==> src/osn_pkg.sv <==
// ----------------------------------------------------------------------------
// osn_pkg
// Shared constants, types and helper functions for the octave simplex noise
// block.
// ----------------------------------------------------------------------------
package osn_pkg;

    localparam int TABLE_SIZE  = 256;
    localparam int TABLE_AW    = $clog2(TABLE_SIZE);
    localparam int VAL_W       = 8;
    localparam int MAX_OCTAVES = 8;
    localparam int OCT_W       = 4;
    localparam int FRAC_BITS   = 16;
    localparam int SCALE_FRAC  = 16;
    localparam int DATA_W      = 32;
    localparam int CFG_IDX_W   = 2;

    localparam int WIDE_W = 64;         // coordinate datapath
    localparam int MUL_W  = 33;         // shared multiplier operand
    localparam int PROD_W = 2 * MUL_W;
    localparam int Q_W    = 27;         // Q24 corner offsets
    localparam int R_W    = 31;         // falloff term before the sign test
    localparam int DOT_W  = 28;
    localparam int NSUM_W = 28;
    localparam int M_W    = 41;         // mapped octave value
    localparam int ACC_W  = 50;         // weighted octave sum
    localparam int DEN_W  = 8;
    localparam int SH_W   = 5;

    localparam logic [DATA_W-1:0] F2_Q32 = 32'd1572067139;
    localparam logic [DATA_W-1:0] G2_Q32 = 32'd907633386;

    localparam logic signed [Q_W-1:0] G2_Q24 = 27'sd3545443;
    localparam logic signed [Q_W-1:0] ONE24  = 27'sd16777216;
    localparam logic signed [R_W-1:0] HALF24 = 31'sd8388608;
    localparam logic signed [WIDE_W-1:0] OFFSET_LIMIT = 64'sd2 <<< FRAC_BITS;
    localparam logic signed [MUL_W-1:0]  NOISE_GAIN   = 33'sd70;
    localparam logic signed [MUL_W-1:0]  NOISE_BIAS   = 33'sd16777216;

    localparam logic signed [ACC_W:0] SAT_MAX = (ACC_W+1)'(64'sd2147483647);
    localparam logic signed [ACC_W:0] SAT_MIN = (ACC_W+1)'(-64'sd2147483648);

    typedef enum logic [CFG_IDX_W-1:0] {
        CFG_OUT_MIN   = 2'd0,
        CFG_OUT_MAX   = 2'd1,
        CFG_INV_SCALE = 2'd2
    } cfg_idx_t;

    typedef enum logic {
        OP_WRITE = 1'b0,
        OP_EVAL  = 1'b1
    } op_t;

    typedef enum logic [5:0] {
        S_IDLE, S_MULX, S_MULY, S_MULW,
        S_OCT, S_SHI, S_SLO, S_SSUM, S_CELL, S_THI, S_TLO, S_TSUM, S_OFS,
        S_L0, S_L1, S_L2, S_L3, S_L4, S_L5, S_L6,
        S_CSET, S_CDX, S_CDY, S_CR, S_CR2, S_CR4, S_CDOT, S_CACC,
        S_NZ, S_MAP, S_MAPD, S_DIV, S_DWAIT, S_OUT
    } state_t;

    // v mod 12 for a byte: v/12 by reciprocal, exact over 0..255
    function automatic logic [3:0] grad_mod12(input logic [VAL_W-1:0] v);
        logic [15:0] prod;
        logic [4:0]  q;
        logic [VAL_W-1:0] rem;
        prod = 16'(v) * 16'd171;
        q    = prod[15:11];
        rem  = v - VAL_W'(q) * VAL_W'(12);
        return rem[3:0];
    endfunction

    // gradient dot product; codes 0..11 only
    function automatic logic signed [DOT_W-1:0] grad_dot(
        input logic [3:0]            g,
        input logic signed [Q_W-1:0] dx,
        input logic signed [Q_W-1:0] dy
    );
        logic signed [DOT_W-1:0] ex;
        logic signed [DOT_W-1:0] ey;
        logic signed [DOT_W-1:0] tx;
        logic signed [DOT_W-1:0] ty;
        ex = DOT_W'(dx);
        ey = DOT_W'(dy);
        if (!g[3])
            tx = g[0] ? -ex : ex;
        else
            tx = '0;
        if (g[3])
            ty = g[0] ? -ey : ey;
        else if (!g[2])
            ty = g[1] ? -ey : ey;
        else
            ty = '0;
        return tx + ty;
    endfunction

    // cell offset: clamp to +-2 cells, move to Q24
    function automatic logic signed [Q_W-1:0] to_q24(input logic signed [WIDE_W-1:0] v);
        logic signed [WIDE_W-1:0] c;
        if (v > OFFSET_LIMIT)
            c = OFFSET_LIMIT;
        else if (v < -OFFSET_LIMIT)
            c = -OFFSET_LIMIT;
        else
            c = v;
        return Q_W'(c <<< (24 - FRAC_BITS));
    endfunction

endpackage

==> src/osn_mul.sv <==
// ----------------------------------------------------------------------------
// osn_mul
// Shared signed multiplier with a registered product.
// ----------------------------------------------------------------------------
module osn_mul (
    input  logic                                clk,
    input  logic signed [osn_pkg::MUL_W-1:0]    a,
    input  logic signed [osn_pkg::MUL_W-1:0]    b,
    output logic signed [osn_pkg::PROD_W-1:0]   p
);
    import osn_pkg::*;

    logic signed [PROD_W-1:0] prod_reg;

    always_ff @(posedge clk)
    begin
        prod_reg <= PROD_W'(a) * PROD_W'(b);
    end

    assign p = prod_reg;

endmodule

==> config.mk <==
export PLATFORM = sky130hd
export DESIGN_NAME = osn_mul
export DESIGN_NICKNAME = d
export VERILOG_FILES = /design/src/osn_pkg.sv /design/src/osn_mul.sv
export SDC_FILE = /design/constraint.sdc
export NUM_CORES = 2
export LEC_CHECK = 0
export BUFFER_PORTS_ARGS = -buffer_cell sky130_fd_sc_hd__buf_2
export CORE_MARGIN = 2
export CORE_UTILIZATION = 25
export CTS_BUF_LIST = sky130_fd_sc_hd__clkbuf_8
export CTS_CLUSTER_SIZE = 28
export DETAILED_ROUTE_END_ITERATION = 6
export PLACE_DENSITY = 0.38
export SETUP_SLACK_MARGIN = 0.3
export SLEW_MARGIN = 25
export SYNTH_ARGS = -nofsm -noshare
export SYNTH_HDL_FRONTEND = slang
export SYNTH_SLANG_ARGS = --single-unit
==> constraint.sdc <==
create_clock -name clk -period 17.9 [get_ports clk]
set_input_delay 4.475 -clock clk [delete_from_list [all_inputs] [get_ports clk]]
set_output_delay 4.475 -clock clk [all_outputs]
set_load 0.05 [all_outputs]
# Word level (Yosys, flattened, before mapping)
# Cells that the tools add are included.
# W data, S select, Z words.
totals:
  ff_bits: 66
  in_bits: 67
  out_inout_bits: 66
  word_cells: 2
op_classes:
  n_mul: 1
ops:
  columns: ["op", "n"]
  rows:
  - ["$mul A33 B33 Y66", 1]

# Longest topological paths before layout
logic_depth:
  word_depth: 1
  mapped_depth: 27

# Worst setup path after synthesis
# Ideal clock, no wire load.
synth_path:
  path_kind: "input port to flip-flop"
  from: "in a[32] (netlist bit)"
  to: "reg prod_reg[62], in the netlist p[62]"
  arrival_ns: 11.632
  setup_slack_ns: 6.189
  path_stages: 23
  path_buffers: 2
  path_cell_list: "clkbuf_1 nand2_1 inv_1 fa_1 fa_1 fa_1 fa_1 fa_1 fa_1 fa_1 inv_1 fa_1 inv_1 ha_1 clkbuf_1 and3_1 nand3_1 nand2b_1 a2111oi_4 a211oi_4 a21o_2 a21o_1 a211oi_2"
synth_via:
  elab_chain_cells: 1
synth_rtl:
  columns: ["element", "line", "rtl"]
  rows:
  - ["start, declared", "osn_mul.sv:7", "input logic signed [osn_pkg::MUL_W-1:0] a,"]
  - ["$mul A33 B33 Y66", "osn_mul.sv:17", "prod_reg <= PROD_W'(a) * PROD_W'(b);"]
  - ["end signal, assigned", "osn_mul.sv:17", null]
  - ["end, declared", "osn_mul.sv:13", "logic signed [PROD_W-1:0] prod_reg;"]
# Every way passes these cells.

# Worst setup path in the final report
# Ends and elaborated chain as after synthesis.

==> impl_metrics.toml <==
[outcome]
status = "finished clean"

[flow_run]
maxCapViolCount = 0

[detailed_routing]
wire_per_inst_um = 20.0
route.final.wire_length_um = 130000
drt-pass1-iter-count = 7
via_count = 27700
drtAntennaViolNets = 0
post_drt_via_cell_ratio = 4.27
drc = 0
drtIter0Drc = 1178

[setup_path]
start_kind = "primary input"
arrival_ps = 12700
crit_path_max_fanout = 33
worstSetupPathType = "in -> reg"
required_ps = 18320
worstSetupEndpointType = "flop"

[timing]
min_period_ps = 12280
final-hold-violation-count = 0
relSlewSlack_pct = 37.9
drv_slew = 0
fmax_mhz = 81.4
finalSetupViolCount = 0
worst_slew_pin_slew_ps = 932
final.setup.tns_ps = 0
period_share_pct = 68.6
grt_setup_unrepaired = "false"

[clock_network]
cts_tree = "done"
htree_num_levels = 3
cts_buffer_depth = 2
clk_pin_slew_ps = 110
cts_setup_buffers = 0
cts_resized = 0
ctsRootBufferMaster = "clkbuf_8"
cts.sinks = 66
cts-buffers-inserted = 9
postCtsHoldBufs = 0

[synth]
avgSynthCellArea_sq_um = 9.39
ys_ff_latch = 66
synth_ff_type = "dfxtp_1"
yosysSeqAreaShare_pct = 3.24
syn_area_sq_um = 40700
netlist_instances = 4338
synth.distinct_cells = 80
ys_async_sr_fraction_pct = 0
synth_edf_count = 0
yosysWarnings = 0
syn_nets = 5767

[floorplanning]
die_area_sq_um = 166000
die_width_um = 408
initial_core_util_pct = 25.1
die-height_um = 408
fp-row-count = 148
ioPinCount = 133
core_sq_um = 162000

[finish]
largest_reg_flops = 66
nets = 5732
drive_gt1_share_pct = 5.29
fin_util_pct = 27.0
area_delta_synth_final_pct = 7.59

[global_route]
antenna_found_initial = 12
grt_pass1_vias = 31600
grt_start_max_net_pins = 34
grt_first_pass_wirelength_um = 205000
gr-usage-all-layers_pct = 16.4
grt_overflow = 0

[placed_design]
hpwl_um = 107000
gp_congestion = 0.878
portBuffers = 132

[min_path]
min_path_type = "in -> reg"
==> path summary, 6_finish.rpt <==
| path | startpoint | to | slack (ps) | cells past startpoint |
|---|---|---|---|---|
| max | a[32] | p[62] | 5620 | 22 |
| min | b[0] | p[0] | 4530 | 3 |
==> worst max-delay path: stages <==
cell	delay [ps]
buf_2	590
nand2_1	270
fa_1	860
fa_1	510
buf_4	200
fa_1	540
inv_1	420
fa_1	530
fa_1	580
fa_1	460
fa_1	510
inv_1	50
fa_1	480
inv_1	40
ha_1	450
a21o_1	250
a21o_1	170
a21oi_1	280
nor2b_1	140
o21ai_0	220
nor4b_1	480
a211oi_2	130
==> placed cells by master, fill, tap and decap left out, drive strengths merged, types with 12 or more instances in the layout <==
cell and count:
nand3 26, buf 175, a21o 38, nand2 551
a21oi 61, xnor2 43, nand2b 12, and2 563
fa 1145, nor2 68, inv 1132, xor2 25
ha 217, dfxtp 66, nand4 12, o21ai 33
==> area by class of cell <==
cell class                      count  area (sq um)
Clock inverter                      7          95.1
Fill cell                       17700        118000
Sequential cell                    66          1320
Inverter                         1131          4250
Clock buffer                        9           124
Timing Repair Buffer              175           983
Tap cell                         2175          2720
Multi-Input combinational cell   2920         34300
Antenna cell                        6          15.0
==> cell families (layout without fill, tap and decap cells) <==
group                      count (synthesis)  in the layout  share of synthesized area, %
AOI/OAI and AO/OA                        219            219                          4.07
xor gates and xnor gates                  68             68                          1.46
adders and majority gates               1362           1362                          62.9
buffers and inverters                   1352           1322                          12.5
DFF                                       66             66                          3.24
other                                      0              6                             0
and+or+nand+nor                         1271           1271                          15.8
==> cells in the mapped netlist, types with 12 or more instances <==
cell type  number  area (sq um)
nand2_1       551          2070
nand3_1        25           125
and2_1        562          3520
a21oi_1        57           285
nor2_1         68           255
nand2b_1       12          75.1
inv_1        1131          4250
dfxtp_1        66          1320
fa_1         1145         22900
o21ai_0        25           125
xnor2_1        43           377
a21o_1         36           270
ha_1          217          2720
clkbuf_1      208           781
xor2_1         25           219
==> metal layers <==
layer  GRT usage [%]  wire length [um]  vias to the layer above
met3            1.93              3920                       87
met2            28.8             66400                      384
met5           0.718               183                        -
met4            2.89              1870                        6
li1                -                 -                    12300
met1            21.7             57300                    14900
==> metrics by stage <==
step                      cells  hold WS, ps  area [sq um]  worst slack [ps]
after floorplan            4338         4600         40700              6190
after global placement     6467         4940         43600              4900
after detailed placement   6467         4940         43600              4960
after CTS                  6483         4480         43800              5540
after global routing       6485         4520         43800              5220
final                      6489         4530         43800              5620
Power is not shown: default switching activity piles up to over one toggle a cycle in this logic, so the estimate is an artifact.
