[src/osn_pkg.sv]
// ----------------------------------------------------------------------------
// osn_pkg
// Shared constants, types and helper functions for the octave simplex noise
// block.
// ----------------------------------------------------------------------------
package osn_pkg;

    localparam int TABLE_SIZE  = 256;
    localparam int TABLE_AW    = $clog2(TABLE_SIZE);
    localparam int VAL_W       = 8;
    localparam int MAX_OCTAVES = 8;
    localparam int OCT_W       = 4;
    localparam int FRAC_BITS   = 16;
    localparam int SCALE_FRAC  = 16;
    localparam int DATA_W      = 32;
    localparam int CFG_IDX_W   = 2;

    localparam int WIDE_W = 64;         // coordinate datapath
    localparam int MUL_W  = 33;         // shared multiplier operand
    localparam int PROD_W = 2 * MUL_W;
    localparam int Q_W    = 27;         // Q24 corner offsets
    localparam int R_W    = 31;         // falloff term before the sign test
    localparam int DOT_W  = 28;
    localparam int NSUM_W = 28;
    localparam int M_W    = 41;         // mapped octave value
    localparam int ACC_W  = 50;         // weighted octave sum
    localparam int DEN_W  = 8;
    localparam int SH_W   = 5;

    localparam logic [DATA_W-1:0] F2_Q32 = 32'd1572067139;
    localparam logic [DATA_W-1:0] G2_Q32 = 32'd907633386;

    localparam logic signed [Q_W-1:0] G2_Q24 = 27'sd3545443;
    localparam logic signed [Q_W-1:0] ONE24  = 27'sd16777216;
    localparam logic signed [R_W-1:0] HALF24 = 31'sd8388608;
    localparam logic signed [WIDE_W-1:0] OFFSET_LIMIT = 64'sd2 <<< FRAC_BITS;
    localparam logic signed [MUL_W-1:0]  NOISE_GAIN   = 33'sd70;
    localparam logic signed [MUL_W-1:0]  NOISE_BIAS   = 33'sd16777216;

    localparam logic signed [ACC_W:0] SAT_MAX = (ACC_W+1)'(64'sd2147483647);
    localparam logic signed [ACC_W:0] SAT_MIN = (ACC_W+1)'(-64'sd2147483648);

    typedef enum logic [CFG_IDX_W-1:0] {
        CFG_OUT_MIN   = 2'd0,
        CFG_OUT_MAX   = 2'd1,
        CFG_INV_SCALE = 2'd2
    } cfg_idx_t;

    typedef enum logic {
        OP_WRITE = 1'b0,
        OP_EVAL  = 1'b1
    } op_t;

    typedef enum logic [5:0] {
        S_IDLE, S_MULX, S_MULY, S_MULW,
        S_OCT, S_SHI, S_SLO, S_SSUM, S_CELL, S_THI, S_TLO, S_TSUM, S_OFS,
        S_L0, S_L1, S_L2, S_L3, S_L4, S_L5, S_L6,
        S_CSET, S_CDX, S_CDY, S_CR, S_CR2, S_CR4, S_CDOT, S_CACC,
        S_NZ, S_MAP, S_MAPD, S_DIV, S_DWAIT, S_OUT
    } state_t;

    // v mod 12 for a byte: v/12 by reciprocal, exact over 0..255
    function automatic logic [3:0] grad_mod12(input logic [VAL_W-1:0] v);
        logic [15:0] prod;
        logic [4:0]  q;
        logic [VAL_W-1:0] rem;
        prod = 16'(v) * 16'd171;
        q    = prod[15:11];
        rem  = v - VAL_W'(q) * VAL_W'(12);
        return rem[3:0];
    endfunction

    // gradient dot product; codes 0..11 only
    function automatic logic signed [DOT_W-1:0] grad_dot(
        input logic [3:0]            g,
        input logic signed [Q_W-1:0] dx,
        input logic signed [Q_W-1:0] dy
    );
        logic signed [DOT_W-1:0] ex;
        logic signed [DOT_W-1:0] ey;
        logic signed [DOT_W-1:0] tx;
        logic signed [DOT_W-1:0] ty;
        ex = DOT_W'(dx);
        ey = DOT_W'(dy);
        if (!g[3])
            tx = g[0] ? -ex : ex;
        else
            tx = '0;
        if (g[3])
            ty = g[0] ? -ey : ey;
        else if (!g[2])
            ty = g[1] ? -ey : ey;
        else
            ty = '0;
        return tx + ty;
    endfunction

    // cell offset: clamp to +-2 cells, move to Q24
    function automatic logic signed [Q_W-1:0] to_q24(input logic signed [WIDE_W-1:0] v);
        logic signed [WIDE_W-1:0] c;
        if (v > OFFSET_LIMIT)
            c = OFFSET_LIMIT;
        else if (v < -OFFSET_LIMIT)
            c = -OFFSET_LIMIT;
        else
            c = v;
        return Q_W'(c <<< (24 - FRAC_BITS));
    endfunction

endpackage

[src/osn_div.sv]
// ----------------------------------------------------------------------------
// osn_div
// Bit-serial restoring divider, one quotient bit per cycle.
// ----------------------------------------------------------------------------
module osn_div (
    input  logic                         clk,
    input  logic                         rst_n,
    input  logic                         start,
    input  logic [osn_pkg::ACC_W-1:0]    dividend,
    input  logic [osn_pkg::DEN_W-1:0]    divisor,
    output logic                         done,
    output logic [osn_pkg::ACC_W-1:0]    quotient
);
    import osn_pkg::*;

    localparam int CNT_W = $clog2(ACC_W + 1);

    logic [CNT_W-1:0] cnt_reg, cnt_next;
    logic             done_reg, done_next;
    logic [ACC_W-1:0] dq_reg, dq_next;
    logic [DEN_W-1:0] rem_reg, rem_next;
    logic [DEN_W-1:0] den_reg, den_next;
    logic [DEN_W:0]   trial;

    always_comb
    begin
        cnt_next  = cnt_reg;
        dq_next   = dq_reg;
        rem_next  = rem_reg;
        den_next  = den_reg;
        done_next = 1'b0;
        trial     = {rem_reg, dq_reg[ACC_W-1]};
        if (start)
        begin
            cnt_next = CNT_W'(ACC_W);
            dq_next  = dividend;
            rem_next = '0;
            den_next = divisor;
        end
        else if (cnt_reg != '0)
        begin
            cnt_next  = cnt_reg - 1'b1;
            done_next = (cnt_reg == CNT_W'(1));
            if (trial >= {1'b0, den_reg})
            begin
                rem_next = DEN_W'(trial - {1'b0, den_reg});
                dq_next  = {dq_reg[ACC_W-2:0], 1'b1};
            end
            else
            begin
                rem_next = DEN_W'(trial);
                dq_next  = {dq_reg[ACC_W-2:0], 1'b0};
            end
        end
    end

    always_ff @(posedge clk or negedge rst_n)
    begin
        if (!rst_n)
        begin
            cnt_reg  <= '0;
            done_reg <= 1'b0;
        end
        else
        begin
            cnt_reg  <= cnt_next;
            done_reg <= done_next;
        end
    end

    always_ff @(posedge clk)
    begin
        dq_reg  <= dq_next;
        rem_reg <= rem_next;
        den_reg <= den_next;
    end

    assign done     = done_reg;
    assign quotient = dq_reg;

endmodule

[config.mk]
export PLATFORM = sky130hd
export DESIGN_NAME = osn_div
export DESIGN_NICKNAME = d
export VERILOG_FILES = /design/src/osn_pkg.sv /design/src/osn_div.sv
export SDC_FILE = /design/constraint.sdc
export NUM_CORES = 1
export LEC_CHECK = 0
export ABC_AREA = 1
export BUFFER_PORTS_ARGS = -buffer_cell sky130_fd_sc_hd__buf_4
export CAP_MARGIN = 20
export CORE_MARGIN = 4
export CORE_UTILIZATION = 50
export CTS_CLUSTER_SIZE = 28
export DETAILED_ROUTE_END_ITERATION = 16
export GPL_TIMING_DRIVEN = 0
export MAX_ROUTING_LAYER = met4
export PLACE_DENSITY = 0.76
export SLEW_MARGIN = 0
export SYNTH_ARGS = -nofsm -noshare
export SYNTH_HDL_FRONTEND = slang
export SYNTH_SLANG_ARGS = --single-unit
[constraint.sdc]
create_clock -name clk -period 3.6 [get_ports clk]
set_clock_uncertainty 0.2 [all_clocks]
set_input_delay 0.72 -clock clk [delete_from_list [all_inputs] [get_ports clk]]
set_output_delay 0.72 -clock clk [all_outputs]
set_load 0.01 [all_outputs]
# Word-level counts from Yosys, hierarchy flattened
# Index checks and enable logic that the tools add are counted.
# word_totals
ff_bits,73
inputBits,61
out_inout_bits,51
word_cells,19
# op_classes
addsub,2
n_lt_le_gt_ge,1
n_eq_ne,1
mux,8
n_reduce_logical,2
# ops
cell,n
50-bit 2-to-1 mux,2
6-bit 2-to-1 mux,2
9-bit by 8-bit greater-or-equal comparator with 1-bit output,1
8-bit 2-to-1 mux,1
8-bit subtractor,1
6-bit by 1-bit equality test with 1-bit output (second input constant),1
6-bit nonzero test,1
6-bit by 1-bit subtractor with 6-bit output (second input constant),1
1-bit 2-to-1 mux,3
2-bit nonzero test,1

# Longest topological paths before layout
# Gate-level depths: netlist of run 1.
# logic_depth
ltp_word,4
depth_mapped,12
depth_no_buf,12

# Worst setup path after synthesis of run 1
# OpenSTA, ideal clock, no wires.
# synth_path
kind,input to register
from,input start
to,"register dq_reg[0] (netlist: quotient[0]), enable pin"
setup_time_ps,404
arrival_time_ps,2179
required_time_ps,2996
slack_ps,817
path_stages,4
path_buffers,2
path_cell_list,clkbuf_1 nor2_1 buf_2 inv_1
# synth_between
elab_chain_len,1
# synth_lines
item,line_no,source
from (decl),osn_div.sv:8,"input logic start,"
2-bit nonzero test (no source line),-,
to (signal assigned),osn_div.sv:73,dq_reg <= dq_next;
to (decl),osn_div.sv:20,"logic [ACC_W-1:0] dq_reg, dq_next;"
# No other way between the ends.
# A chain may end at the register's enable or synchronous reset.

# Worst setup path after layout of run 1
# layout_path
from,input start
to,"register dq_reg[38] (netlist: quotient[38]), enable pin"
# The elaborated chain is that of the path after synthesis.

==> metrics.log, run 1 <==
INFO  metric grt_pass1_wl = approximately 14 mm
INFO  metric total_placed_instance_area = 4490 µm²
INFO  metric internal_power = 1730 µW
INFO  metric die_x = 91.9 µm
INFO  metric clockRootBuffer = clkbuf_8
INFO  metric status = finished clean
INFO  metric power = 2500 µW
INFO  metric synth_most_common_cell = nand2_1
INFO  metric hold_path_depth = 2
INFO  metric max_clock_freq = 444 MHz
INFO  metric antenna_cells_inserted = 0
INFO  metric report.final.slew_viol_count = 0
INFO  metric wl_per_cell = 13.7 µm
INFO  metric placement_rows = 30
INFO  metric worstPathCellList = buf_4 > clkbuf_1 > nor2_1 > buf_2 > inv_2 > buf_12
INFO  metric fp.dieH = 91.9 µm
INFO  metric io_buffer_count = 111
INFO  metric synth-seq-cells = 73
INFO  metric area_of_the_multi_input_gates = 1290 µm²
INFO  metric fin_setup_tns = 0 ns
INFO  metric tightest_slew = 0.445 ns
INFO  metric cts_made_buffers = 9
INFO  metric cts_buffer_depth = 2
INFO  metric share_clk_of_total_power = ~27%
INFO  metric grt_overflow = 0
INFO  metric sequentialPowerShare = 44.0%
INFO  metric power_per_cell_area = 530 nW/µm²
INFO  metric route.antenna.remaining_nets = 0
INFO  metric synth_warnings = 0
INFO  metric combinationalPowerShare = about 29%
INFO  metric r2r.worst_path.cells = 7
INFO  metric ys_top_cells_by_count = nand2_1 (204), edfxtp_1 (58), inv_1 (25)
INFO  metric yosysUniqueCellTypes = 32
INFO  metric postLayoutCellArea = 4710 µm²
INFO  metric synth_area_leaders = edfxtp_1 (49%), nand2_1 (22%), dfrtp_1 (5.0%)
INFO  metric synth.net_count = 460
INFO  metric drt_drc_violations_left = 0
INFO  metric tot_gr_track_use = a little over a fifth
INFO  metric coreArea = roughly 6800 µm²
INFO  metric static-leakage-power = 0.00239 µW
INFO  metric crit_path_max_fanout = 44
INFO  metric worstPathArrival = 2.08 ns
INFO  metric area_growth_syn_to_layout = 33.9%
INFO  metric reg2reg_setup_slack = between 1 and 1.5 ns
INFO  metric timing.critical_path.from = start
INFO  metric tritoncts = yes
INFO  metric layout-drive-gt1-share = 27.3%
INFO  metric first_global_vias = just under 3000
INFO  metric synth_top_cell_by_area = edfxtp_1
INFO  metric dr.first_iter.drc_count = 112
INFO  metric time_the_final_worst_path_needs_with_i_o_delays_and_setup = 2.25 ns
INFO  metric fillCellCount = between 500 and 600
INFO  metric route.vias.total = 2966
INFO  metric min_from = rem_reg[6]$_SDFFE_PP0P_
INFO  metric hpwl = 6.28 mm
INFO  metric clock_insertion_delay_worst_skew = between 0.3 and 0.4 ns
INFO  metric num_io_pins = 112
INFO  metric final_net_count = 584
INFO  metric largest_reg_flops = 50
INFO  metric timing.final.crit_share = 62.5%
INFO  metric clk_pin_slew_worst_paths = 0.08 ns
INFO  metric worstReg2RegStart = cnt_reg[0]$_DFFE_PN0P_
INFO  metric critical-path-top-delay-family = buffers and inverters
INFO  metric layout.area.seq = ~2100 µm²
INFO  metric htree_levels = 3
INFO  metric sinks_on_the_clock_net = 73
INFO  metric finalWeightedCongestion = 0.839
INFO  metric power.switching_fraction = about 31%
INFO  metric timing.critical_path.slowest_stage_cell = clkbuf_1
INFO  metric hold_path_end = rem_reg[6]$_SDFFE_PP0P_
INFO  metric timing.slew.headroom = 70.1%
INFO  metric grt_start_max_net_pins = 45
INFO  metric timing.setup.critical_path_class = in2reg
INFO  metric worst_ep_required_time = 3.43 ns
INFO  metric synth-async-reset-ratio = 9.59%
INFO  metric post_synth.cell_area_avg = 9.07 µm²
INFO  metric finalSetupViolCount = 0
INFO  metric worstHoldPathType = reg2reg
INFO  metric synth_edf_count = 58
INFO  metric reg2reg_to = quotient[38]$_DFFE_PP_
INFO  metric vias_per_cell = approximately 4.8
INFO  metric grt_antenna_before_repair = 0
INFO  metric dieArea = 8450 µm²
INFO  metric critical_path.n_buffers_inverters = 5
INFO  metric wirelength = ~8.4 mm
INFO  metric mappedNetlistArea = 3520 µm²
INFO  metric setup.worst_path.start_class = primary input
INFO  metric initial_utilization = 51.5%
INFO  metric critical_path.max_stage_delay = 0.34 ns
INFO  metric finalHoldViolCount = 0
INFO  metric synth_top_cell_area_share = approximately 50%
INFO  metric total_switching_power = 769 µW
INFO  metric unrepaired_setup_endpoints_after_global_routing = no
INFO  metric synth-main-ff-cell = edfxtp_1
INFO  metric max_cap_violations = 0
INFO  metric critPathCaptureType = register
INFO  metric vdd.ir_drop.worst = 0.246 mV
INFO  metric yosysSeqAreaShare = between 50% and 60%
INFO  metric netlist_instances = 388
INFO  metric firstDrtPassIters = 4
[power by group through the flow]
stage                     Sequential [µW]  Clock (µW)  Combinational, µW
after detailed placement             1110           0                716
after floorplan                      1130           0                447
after CTS                            1100         702                719
after global placement               1110           0                694
final                                1100         684                716
after global routing                 1110         738                803
[cells by family (layout without fill, tap and decap cells)]
family | count (synthesis) | in the layout | synth area share, %
xor+xnor | 3 | 3 | 0.747
flops | 73 | 73 | 59.0
buf+inv | 41 | 170 | 4.41
simple gates | 250 | 250 | 29.7
compound gates | 10 | 10 | 2.03
fa+ha+maj | 11 | 11 | 4.12
[per-layer routing]
| metal | vias to the layer above | share of wire, % | global-route usage [%] |
|---|---|---|---|
| li1 | 1500 | - | - |
| met1 | 1362 | 44 | 26.3 |
| met2 | 90 | 47 | 33.8 |
| met3 | 14 | 6.8 | 5.91 |
| met4 | 0 | 1.9 | 8.17 |
| met5 | - | 0 | - |
[per-stage QoR]
stage / worst slack [ns] / cells / utilization (%) / hold slack [ns]
after CTS: 1.36 / 613 / 69.0 / 0.276
after global placement: 0.00278 / 595 / 65.5 / 0.265
after global routing: 1.25 / 613 / 69.0 / 0.315
final: 1.35 / 613 / 69.0 / 0.277
after detailed placement: 0.997 / 596 / 65.8 / 0.261
after floorplan: 0.817 / 388 / - / 0.224
[worst reg2reg max path, delay by kind of cell (launching register included)]
| kind | cells | cell delay [ns] |
|---|---|---|
| fa+ha+maj | 1 | 0.20 |
| simple gates | 2 | 0.38 |
| buf+inv | 4 | 0.72 |
| flops | 1 | 0.43 |
[worst max path at each step]
stage                                         to  cells past startpoint  slack (ns)
after floorplan            quotient[0]$_DFFE_PP_                      4        0.82
after global placement    quotient[16]$_DFFE_PP_                      5       0.003
after detailed placement  quotient[15]$_DFFE_PP_                      6         1.0
after CTS                 quotient[28]$_DFFE_PP_                      6        1.36
after global routing      quotient[29]$_DFFE_PP_                      6        1.25
final                     quotient[38]$_DFFE_PP_                      6        1.35
[placed cells by master, fill, tap and decap left out, types with 2 or more instances in the layout]
master	Yosys	routed
a21oi_1	3	3
a31oi_1	2	2
buf_4	0	111
bufinv_16	0	2
clkbuf_1	11	11
clkbuf_8	0	9
clkinv_1	1	3
clkinv_2	0	2
dfrtp_1	7	7
dfxtp_1	8	8
edfxtp_1	58	58
ha_1	10	10
inv_1	25	24
inv_2	3	4
nand2_1	204	204
nand2_2	2	2
nand2_4	2	2
nand3_1	18	18
nand3b_1	7	7
nand4_1	3	3
nor2_1	7	7
nor3_1	2	2
xor2_1	2	2
[area by class of cell]
| cell class | instances | area share (%) |
|---|---|---|
| inverters | 29 | 2.31 |
| well taps | 96 | 2.55 |
| clock inverters | 7 | 1.81 |
| repair buffers | 113 | 18.3 |
| plain buffers | 12 | 0.982 |
| multi-input cells | 274 | 27.3 |
| clock buffers | 9 | 2.63 |
| flip-flops and latches | 73 | 44.1 |
[what timing repair did]
| action | 4_1_cts | 5_1_grt |
|---|---|---|
| hold buffers | 1 | 0 |
| buffers inserted | 0 | 0 |
| endpoints found under the hold margin | 7 | 0 |
| gates resized for setup | 0 | 0 |
(Power assumes the default switching activity.)
==> run 2: changes to the inputs <==
Settings changed: CORE_UTILIZATION 50 to 46, PLACE_DENSITY 0.76 to 0.73.
Clock period 3.6 ns to 1.9 ns, I/O delays scaled along.
==> metrics.log, run 2 (synthesis results as in run 1) <==
INFO  metric finalWeightedCongestion = 0.868 (was 0.839)
INFO  metric mostFrequentLayoutCell = nand2_1 (unchanged)
INFO  metric initial_utilization = 48.0% (was 51.5%)
INFO  metric critPathCaptureType = register (unchanged)
INFO  metric tot_gr_track_use = 20.7% (was 21.4%)
INFO  metric postLayoutCellArea = 5090 µm² (was 4710 µm²)
INFO  metric num_io_pins = 112 (unchanged)
INFO  metric route.vias.total = 3082 (was 2966)
INFO  metric timing.setup.critical_path_class = reg2reg (was in2reg)
INFO  metric tritoncts = yes (unchanged)
INFO  metric clk_pin_slew_worst_paths = 0.07 ns (was 0.08 ns)
INFO  metric worstPathCellList = ha_4 > fa_2 > inv_2 > nand3_2 > nand3_2 > xnor2_2 > nand2_2 > nand3_2 > nand2_1 (was buf_4 > clkbuf_1 > nor2_1 > buf_2 > inv_2 > buf_12)
INFO  metric wl_per_cell = 14.3 µm (was 13.7 µm)
INFO  metric critical_path.max_stage_delay = 0.45 ns (was 0.34 ns)
INFO  metric layout.cells.most_common_list = nand2_1 (194), buf_4 (122), edfxtp_1 (58), inv_1 (19), nand3_1 (14) (was nand2_1 (204), buf_4 (111), edfxtp_1 (58), inv_1 (24), nand3_1 (18))
INFO  metric critical_path.n_buffers_inverters = 1 (was 5)
INFO  metric fp.dieH = 95.5 µm (was 91.9 µm)
INFO  metric first_global_vias = 2907 (was 2886)
INFO  metric power_per_cell_area = 981 nW/µm² (was 530 nW/µm²)
INFO  metric htree_levels = 3 (unchanged)
INFO  metric timing.critical_path.from = den_reg[0]$_DFFE_PP_ (was start)
INFO  metric sinks_on_the_clock_net = 73 (unchanged)
INFO  metric finalSetupViolCount = 0 (unchanged)
INFO  metric clockRootBuffer = clkbuf_8 (unchanged)
INFO  metric max_clock_freq = between 500 and 600 MHz
INFO  metric unrepaired_setup_endpoints_after_global_routing = yes (was no)
INFO  metric cts_buffer_depth = 2 (unchanged)
INFO  metric report.final.slew_viol_count = 0 (unchanged)
INFO  metric total_placed_instance_area = 4490 µm² (about the same)
INFO  metric die_x = 95.5 µm (was 91.9 µm)
INFO  metric cts_made_buffers = 9 (unchanged)
INFO  metric grt_overflow = 0 (unchanged)
INFO  metric firstDrtPassIters = 4 (unchanged)
INFO  metric tightest_slew = 0.473 ns (was 0.445 ns)
INFO  metric critical-path-top-delay-family = adder cells (was buffers and inverters)
INFO  metric timing.critical_path.slowest_stage_cell = edfxtp_1 (was clkbuf_1)
INFO  metric wirelength = 9.18 mm (was 8.40 mm)
INFO  metric vias_per_cell = 4.79 (was 4.84)
INFO  metric r2r.worst_path.cells = 9 (was 7)
INFO  metric reg2reg_to = rem_reg[4]$_SDFFE_PP0P_ (was quotient[38]$_DFFE_PP_)
INFO  metric clock_insertion_delay_worst_skew = 0.34 ns (about the same)
INFO  metric largest_reg_flops = 50 (unchanged)
INFO  metric postLayoutCoreUtil = 69.4% (was 69.0%)
INFO  metric placement_rows = 31 (was 30)
INFO  metric timing.final.crit_share = 98.9%
INFO  metric max_cap_violations = 0 (unchanged)
INFO  metric cp-endpoint = rem_reg[4]$_SDFFE_PP0P_ (was quotient[38]$_DFFE_PP_)
INFO  metric path_common_cell = nand3_2
INFO  metric worstPathArrival = 1.92 ns (was 2.08 ns)
INFO  metric crit_path_max_fanout = 2 (was 44)
INFO  metric grt_pass1_wl = 13.8 mm (about the same)
INFO  metric hpwl = 6.23 mm (was 6.28 mm)
INFO  metric worstReg2RegStart = den_reg[0]$_DFFE_PP_ (was cnt_reg[0]$_DFFE_PN0P_)
INFO  metric grt_start_max_net_pins = 14 (was 45)
INFO  metric grt_antenna_before_repair = 0 (unchanged)
INFO  metric coreArea = 7330 µm² (was 6830 µm²)
INFO  metric io_buffer_count = 111 (unchanged)
INFO  metric vdd.ir_drop.worst = 0.518 mV (was 0.246 mV)
INFO  metric area_growth_syn_to_layout = 44.5% (was 33.9%)
INFO  metric time_the_final_worst_path_needs_with_i_o_delays_and_setup = between 1.5 and 2 ns
INFO  metric layout-drive-gt1-share = 34.7% (was 27.3%)
INFO  metric static-leakage-power = 0.00251 µW (was 0.00239 µW)
INFO  metric route.antenna.remaining_nets = 0 (unchanged)
INFO  metric dieArea = 9110 µm² (was 8450 µm²)
INFO  metric timing.slew.headroom = 68.2% (was 70.1%)
INFO  metric antenna_cells_inserted = 0 (unchanged)
INFO  metric worst_ep_required_time = 1.94 ns (was 3.43 ns)
INFO  metric reg2reg_setup_slack = 0.02 ns (was 1.40 ns)
INFO  metric drt_drc_violations_left = 0 (unchanged)
INFO  metric worstSetupPathDepth = 9 (was 6)
INFO  metric setup.worst_path.start_class = register (was primary input)
INFO  metric finalHoldViolCount = 0 (unchanged)
INFO  metric fin_setup_tns = 0 ns (unchanged)
INFO  metric worstHoldPathType = in2reg (was reg2reg)
INFO  metric status = finished clean (unchanged)
INFO  metric dr.first_iter.drc_count = 133 (was 112)
INFO  metric final_net_count = 611 (was 584)
==> run 2: cell count changes in the layout (fill, tap and decap cells not counted), moves of 5 or more <==
| cell | change |
|---|---|
| buf_4 | +11 |
| buf_6 | +5 |
| dlygate4sd3_1 | +6 |
| inv_1 | -5 |
| nand2_1 | -10 |
| nand2_2 | +10 |
==> run 2: power by group <==
part	internal, µW	leakage [µW]	total [µW]	switching [µW]
registers	1950	0.000774	2090	148
clock network	593	0.0000978	1170	574
logic	814	0.00164	1730	917
==> run 2: cell type report <==
type                            instances  area [µm²]
Clock inverter                          7        61.3
Inverter                               29         113
Multi-Input combinational cell        274        1410
Fill cell                             557        2240
Timing Repair inverter                  4        30.0
Buffer                                 12        61.3
Clock buffer                            9         124
Timing Repair Buffer                  136        1080
Sequential cell                        73        2080
Tap cell                               99         124
==> run 2: what timing repair did <==
item	4_1_cts	5_1_grt
pin swaps	1	14
setup endpoints to repair	58	59
hold buffers	2	5
resized for setup	8	34
buffers inserted	13	5
hold endpoints to repair	8	5
gates cloned	4	0
==> run 2: how the worst min path moves through the flow <==
stage,endpoint,slack [ns],from,cells past startpoint
after floorplan,cnt_reg[0]$_DFFE_PN0P_,-0.12,rst_n,0
after global placement,done$_DFF_PN0_,-0.003,rst_n,1
after detailed placement,cnt_reg[5]$_DFFE_PN0P_,-0.004,rst_n,1
after CTS,den_reg[2]$_DFFE_PP_,0.0002,divisor[2],1
after global routing,den_reg[4]$_DFFE_PP_,0.0003,divisor[4],1
final,den_reg[4]$_DFFE_PP_,0.02,divisor[4],1
==> run 2: metal layers <==
layer  wire length [µm]  GRT usage (%)  up-vias  share of wire, %
met1               3810           25.2     1424                41
li1                   -              -     1557                 -
met2               4640           33.3       91                50
met4                 74           5.69        0              0.81
met5                  0              -        -                 0
met3                662           6.79       10               7.2
==> run 2: worst register-to-register path: stages (launching register included) <==
cell      delay (ns)
edfxtp_1        0.45
ha_4            0.21
fa_2            0.41
inv_2           0.09
nand3_2         0.06
nand3_2         0.08
xnor2_2         0.12
nand2_2         0.07
nand3_2         0.05
nand2_1         0.04
==> run 2: stage by stage <==
| step | std cells | hold slack [ns] | worst slack [ns] | power, µW |
|---|---|---|---|---|
| floorplan | 388 | -0.116 | -0.484 | 2990 |
| global placement | 598 | -0.00309 | -0.954 | 3430 |
| global route | 643 | 0.000264 | -0.0856 | 5310 |
| detailed placement | 598 | -0.00438 | -0.970 | 3470 |
| CTS | 633 | 0.000243 | 0.0135 | 4750 |
| finish | 643 | 0.0161 | 0.0213 | 4990 |
==> run 3: changes to the inputs <==
Settings changed: CORE_UTILIZATION 46 to 50, PLACE_DENSITY 0.73 to 0.76.
Clock period 1.9 ns to 1.95 ns, I/O delays scaled along.
==> metrics.log, run 3 (synthesis results as in run 1) <==
INFO  metric timing.slew.headroom = 67.9% (was 68.2%)
INFO  metric placement_rows = 30 (was 31)
INFO  metric grt_start_max_net_pins = 14 (unchanged)
INFO  metric die_x = 91.9 µm (was 95.5 µm)
INFO  metric layout-drive-gt1-share = 32.5% (was 34.7%)
INFO  metric dr.first_iter.drc_count = 120 (was 133)
INFO  metric vdd.ir_drop.worst = 0.462 mV (was 0.518 mV)
INFO  metric time_the_final_worst_path_needs_with_i_o_delays_and_setup = 1.94 ns (was 1.88 ns)
INFO  metric timing.critical_path.from = cnt_reg[0]$_DFFE_PN0P_ (was den_reg[0]$_DFFE_PP_)
INFO  metric worstReg2RegStart = cnt_reg[0]$_DFFE_PN0P_ (was den_reg[0]$_DFFE_PP_)
INFO  metric grt_overflow = 0 (unchanged)
INFO  metric finalWeightedCongestion = 0.850 (was 0.868)
INFO  metric timing.critical_path.slowest_stage_cell = dfrtp_1 (was edfxtp_1)
INFO  metric cts_made_buffers = 9 (unchanged)
INFO  metric coreArea = 6830 µm² (was 7330 µm²)
INFO  metric max_clock_freq = 514 MHz (was 532 MHz)
INFO  metric reg2reg_to = quotient[5]$_DFFE_PP_ (was rem_reg[4]$_SDFFE_PP0P_)
INFO  metric sinks_on_the_clock_net = 73 (unchanged)
INFO  metric worst_ep_required_time = 1.86 ns (was 1.94 ns)
INFO  metric setup.worst_path.start_class = register (unchanged)
INFO  metric grt_antenna_before_repair = 0 (unchanged)
INFO  metric crit_path_max_fanout = 5 (was 2)
INFO  metric timing.final.crit_share = 99.7% (was 98.9%)
INFO  metric drt_drc_violations_left = 0 (unchanged)
INFO  metric worstPathCellList = inv_2 > ha_4 > nand4_1 > nor2_2 > buf_6 > clkinvlp_4 > buf_6 (was ha_4 > fa_2 > inv_2 > nand3_2 > nand3_2 > xnor2_2 > nand2_2 > nand3_2 > nand2_1)
INFO  metric clockRootBuffer = clkbuf_8 (unchanged)
INFO  metric antenna_cells_inserted = 0 (unchanged)
INFO  metric num_io_pins = 112 (unchanged)
INFO  metric postLayoutCoreUtil = 72.4% (was 69.4%)
INFO  metric tritoncts = yes (unchanged)
INFO  metric placed_cells = 595 (was 598)
INFO  metric initial_utilization = 51.5% (was 48.0%)
INFO  metric clk_pin_slew_worst_paths = 0.08 ns (was 0.07 ns)
INFO  metric power_per_cell_area = 918 nW/µm² (was 981 nW/µm²)
INFO  metric status = finished clean (unchanged)
INFO  metric worstPathArrival = 1.86 ns (was 1.92 ns)
INFO  metric vias_per_cell = 4.95 (was 4.79)
INFO  metric report.final.slew_viol_count = 0 (unchanged)
INFO  metric final_cells = 635 (was 643)
INFO  metric mostFrequentLayoutCell = nand2_1 (unchanged)
INFO  metric min_from = divisor[5] (was divisor[4])
INFO  metric layout.cells.most_common_list = nand2_1 (203), buf_4 (119), edfxtp_1 (58), inv_1 (21), nand3_1 (17) (was nand2_1 (194), buf_4 (122), edfxtp_1 (58), inv_1 (19), nand3_1 (14))
INFO  metric max_cap_violations = 0 (unchanged)
INFO  metric firstDrtPassIters = 5 (was 4)
INFO  metric cp-endpoint = quotient[5]$_DFFE_PP_ (was rem_reg[4]$_SDFFE_PP0P_)
INFO  metric static-leakage-power = 0.00247 µW (was 0.00251 µW)
INFO  metric wl_per_cell = 14.4 µm (was 14.3 µm)
INFO  metric critPathCaptureType = register (unchanged)
INFO  metric path_common_cell = buf_6 (was nand3_2)
INFO  metric dieArea = 8450 µm² (was 9110 µm²)
INFO  metric finalSetupViolCount = 0 (unchanged)
INFO  metric r2r.worst_path.cells = 7 (was 9)
INFO  metric clock_insertion_delay_worst_skew = 0.35 ns (was 0.34 ns)
INFO  metric worstHoldPathType = in2reg (unchanged)
INFO  metric timing.setup.critical_path_class = reg2reg (unchanged)
INFO  metric final_net_count = 606 (was 611)
INFO  metric timing.hold.ws = 0.0222 ns (was 0.0161 ns)
INFO  metric finalHoldViolCount = 0 (unchanged)
INFO  metric hpwl = 6.49 mm (was 6.23 mm)
INFO  metric route.antenna.remaining_nets = 0 (unchanged)
INFO  metric tightest_slew = 0.482 ns (was 0.473 ns)
INFO  metric cts_buffer_depth = 2 (unchanged)
INFO  metric route.vias.total = 3145 (was 3082)
INFO  metric reg2reg_setup_slack = 0.006 ns (was 0.02 ns)
INFO  metric unrepaired_setup_endpoints_after_global_routing = yes (unchanged)
INFO  metric first_global_vias = 3136 (was 2907)
INFO  metric tot_gr_track_use = 22.7% (was 20.7%)
INFO  metric grt_pass1_wl = 14.6 mm (was 13.8 mm)
INFO  metric io_buffer_count = 111 (unchanged)
INFO  metric htree_levels = 3 (unchanged)
INFO  metric critical_path.max_stage_delay = 0.44 ns (was 0.45 ns)
INFO  metric wirelength = 9.16 mm (was 9.18 mm)
INFO  metric power = 4540 µW (was 4990 µW)
INFO  metric area_growth_syn_to_layout = 40.5% (was 44.5%)
INFO  metric fp.dieH = 91.9 µm (was 95.5 µm)
INFO  metric largest_reg_flops = 50 (unchanged)
-- run 3: per-stage QoR --
step                area, µm²  TNS, ns  setup slack, ns
finish                   4940        0          0.00563
detailed placement       4490   -49.61           -0.914
floorplan                3530   -21.68           -0.434
CTS                      4780        0          0.00555
global route             4940    -2.83          -0.0861
global placement         4490   -47.00           -0.894
-- run 3: worst min-delay path by stage --
stage / to / cells after the start
floorplan: cnt_reg[0]$_DFFE_PN0P_ / 0
global placement: done$_DFF_PN0_ / 1
detailed placement: cnt_reg[5]$_DFFE_PN0P_ / 1
CTS: den_reg[3]$_DFFE_PP_ / 1
global route: den_reg[5]$_DFFE_PP_ / 1
finish: den_reg[5]$_DFFE_PP_ / 1
-- run 3: worst max-delay path: cells and delay by family, from the launching register on --
family / cells / cell delay, ns
buffers and inverters: 4 / 0.57
AND/OR/NAND/NOR: 2 / 0.36
flip-flops: 1 / 0.44
adder cells (fa/ha/maj): 1 / 0.14
-- run 3: cell type report --
| type | instances | area (µm²) |
|---|---|---|
| timing repair inverter | 3 | 22.5 |
| timing repair buffer | 130 | 1020 |
| buffer | 12 | 52.6 |
| inverter | 29 | 113 |
| multi-input combinational | 276 | 1370 |
| clock buffer | 9 | 124 |
| tap | 96 | 120 |
| sequential | 73 | 2080 |
| fill | 552 | 1890 |
| clock inverter | 7 | 43.8 |
-- run 3: what timing repair did --
action	CTS	global route
buffers inserted	9	7
endpoints found under the setup margin	51	59
hold buffers	2	1
endpoints found under the hold margin	8	1
cloned	3	2
pin swaps	1	5
resized for setup	4	19
-- run 3: metal layers --
layer	wire [µm]	global-route usage [%]
met5	0	-
met4	114	8.17
met3	677	4.84
met2	4620	37.3
met1	3750	27.7
-- run 3: where the power goes --
group	switching, µW	internal [µW]	total [µW]
registers	152	1900	2050
clock network	588	460	1050
logic	793	650	1440
total	1530	3010	4540
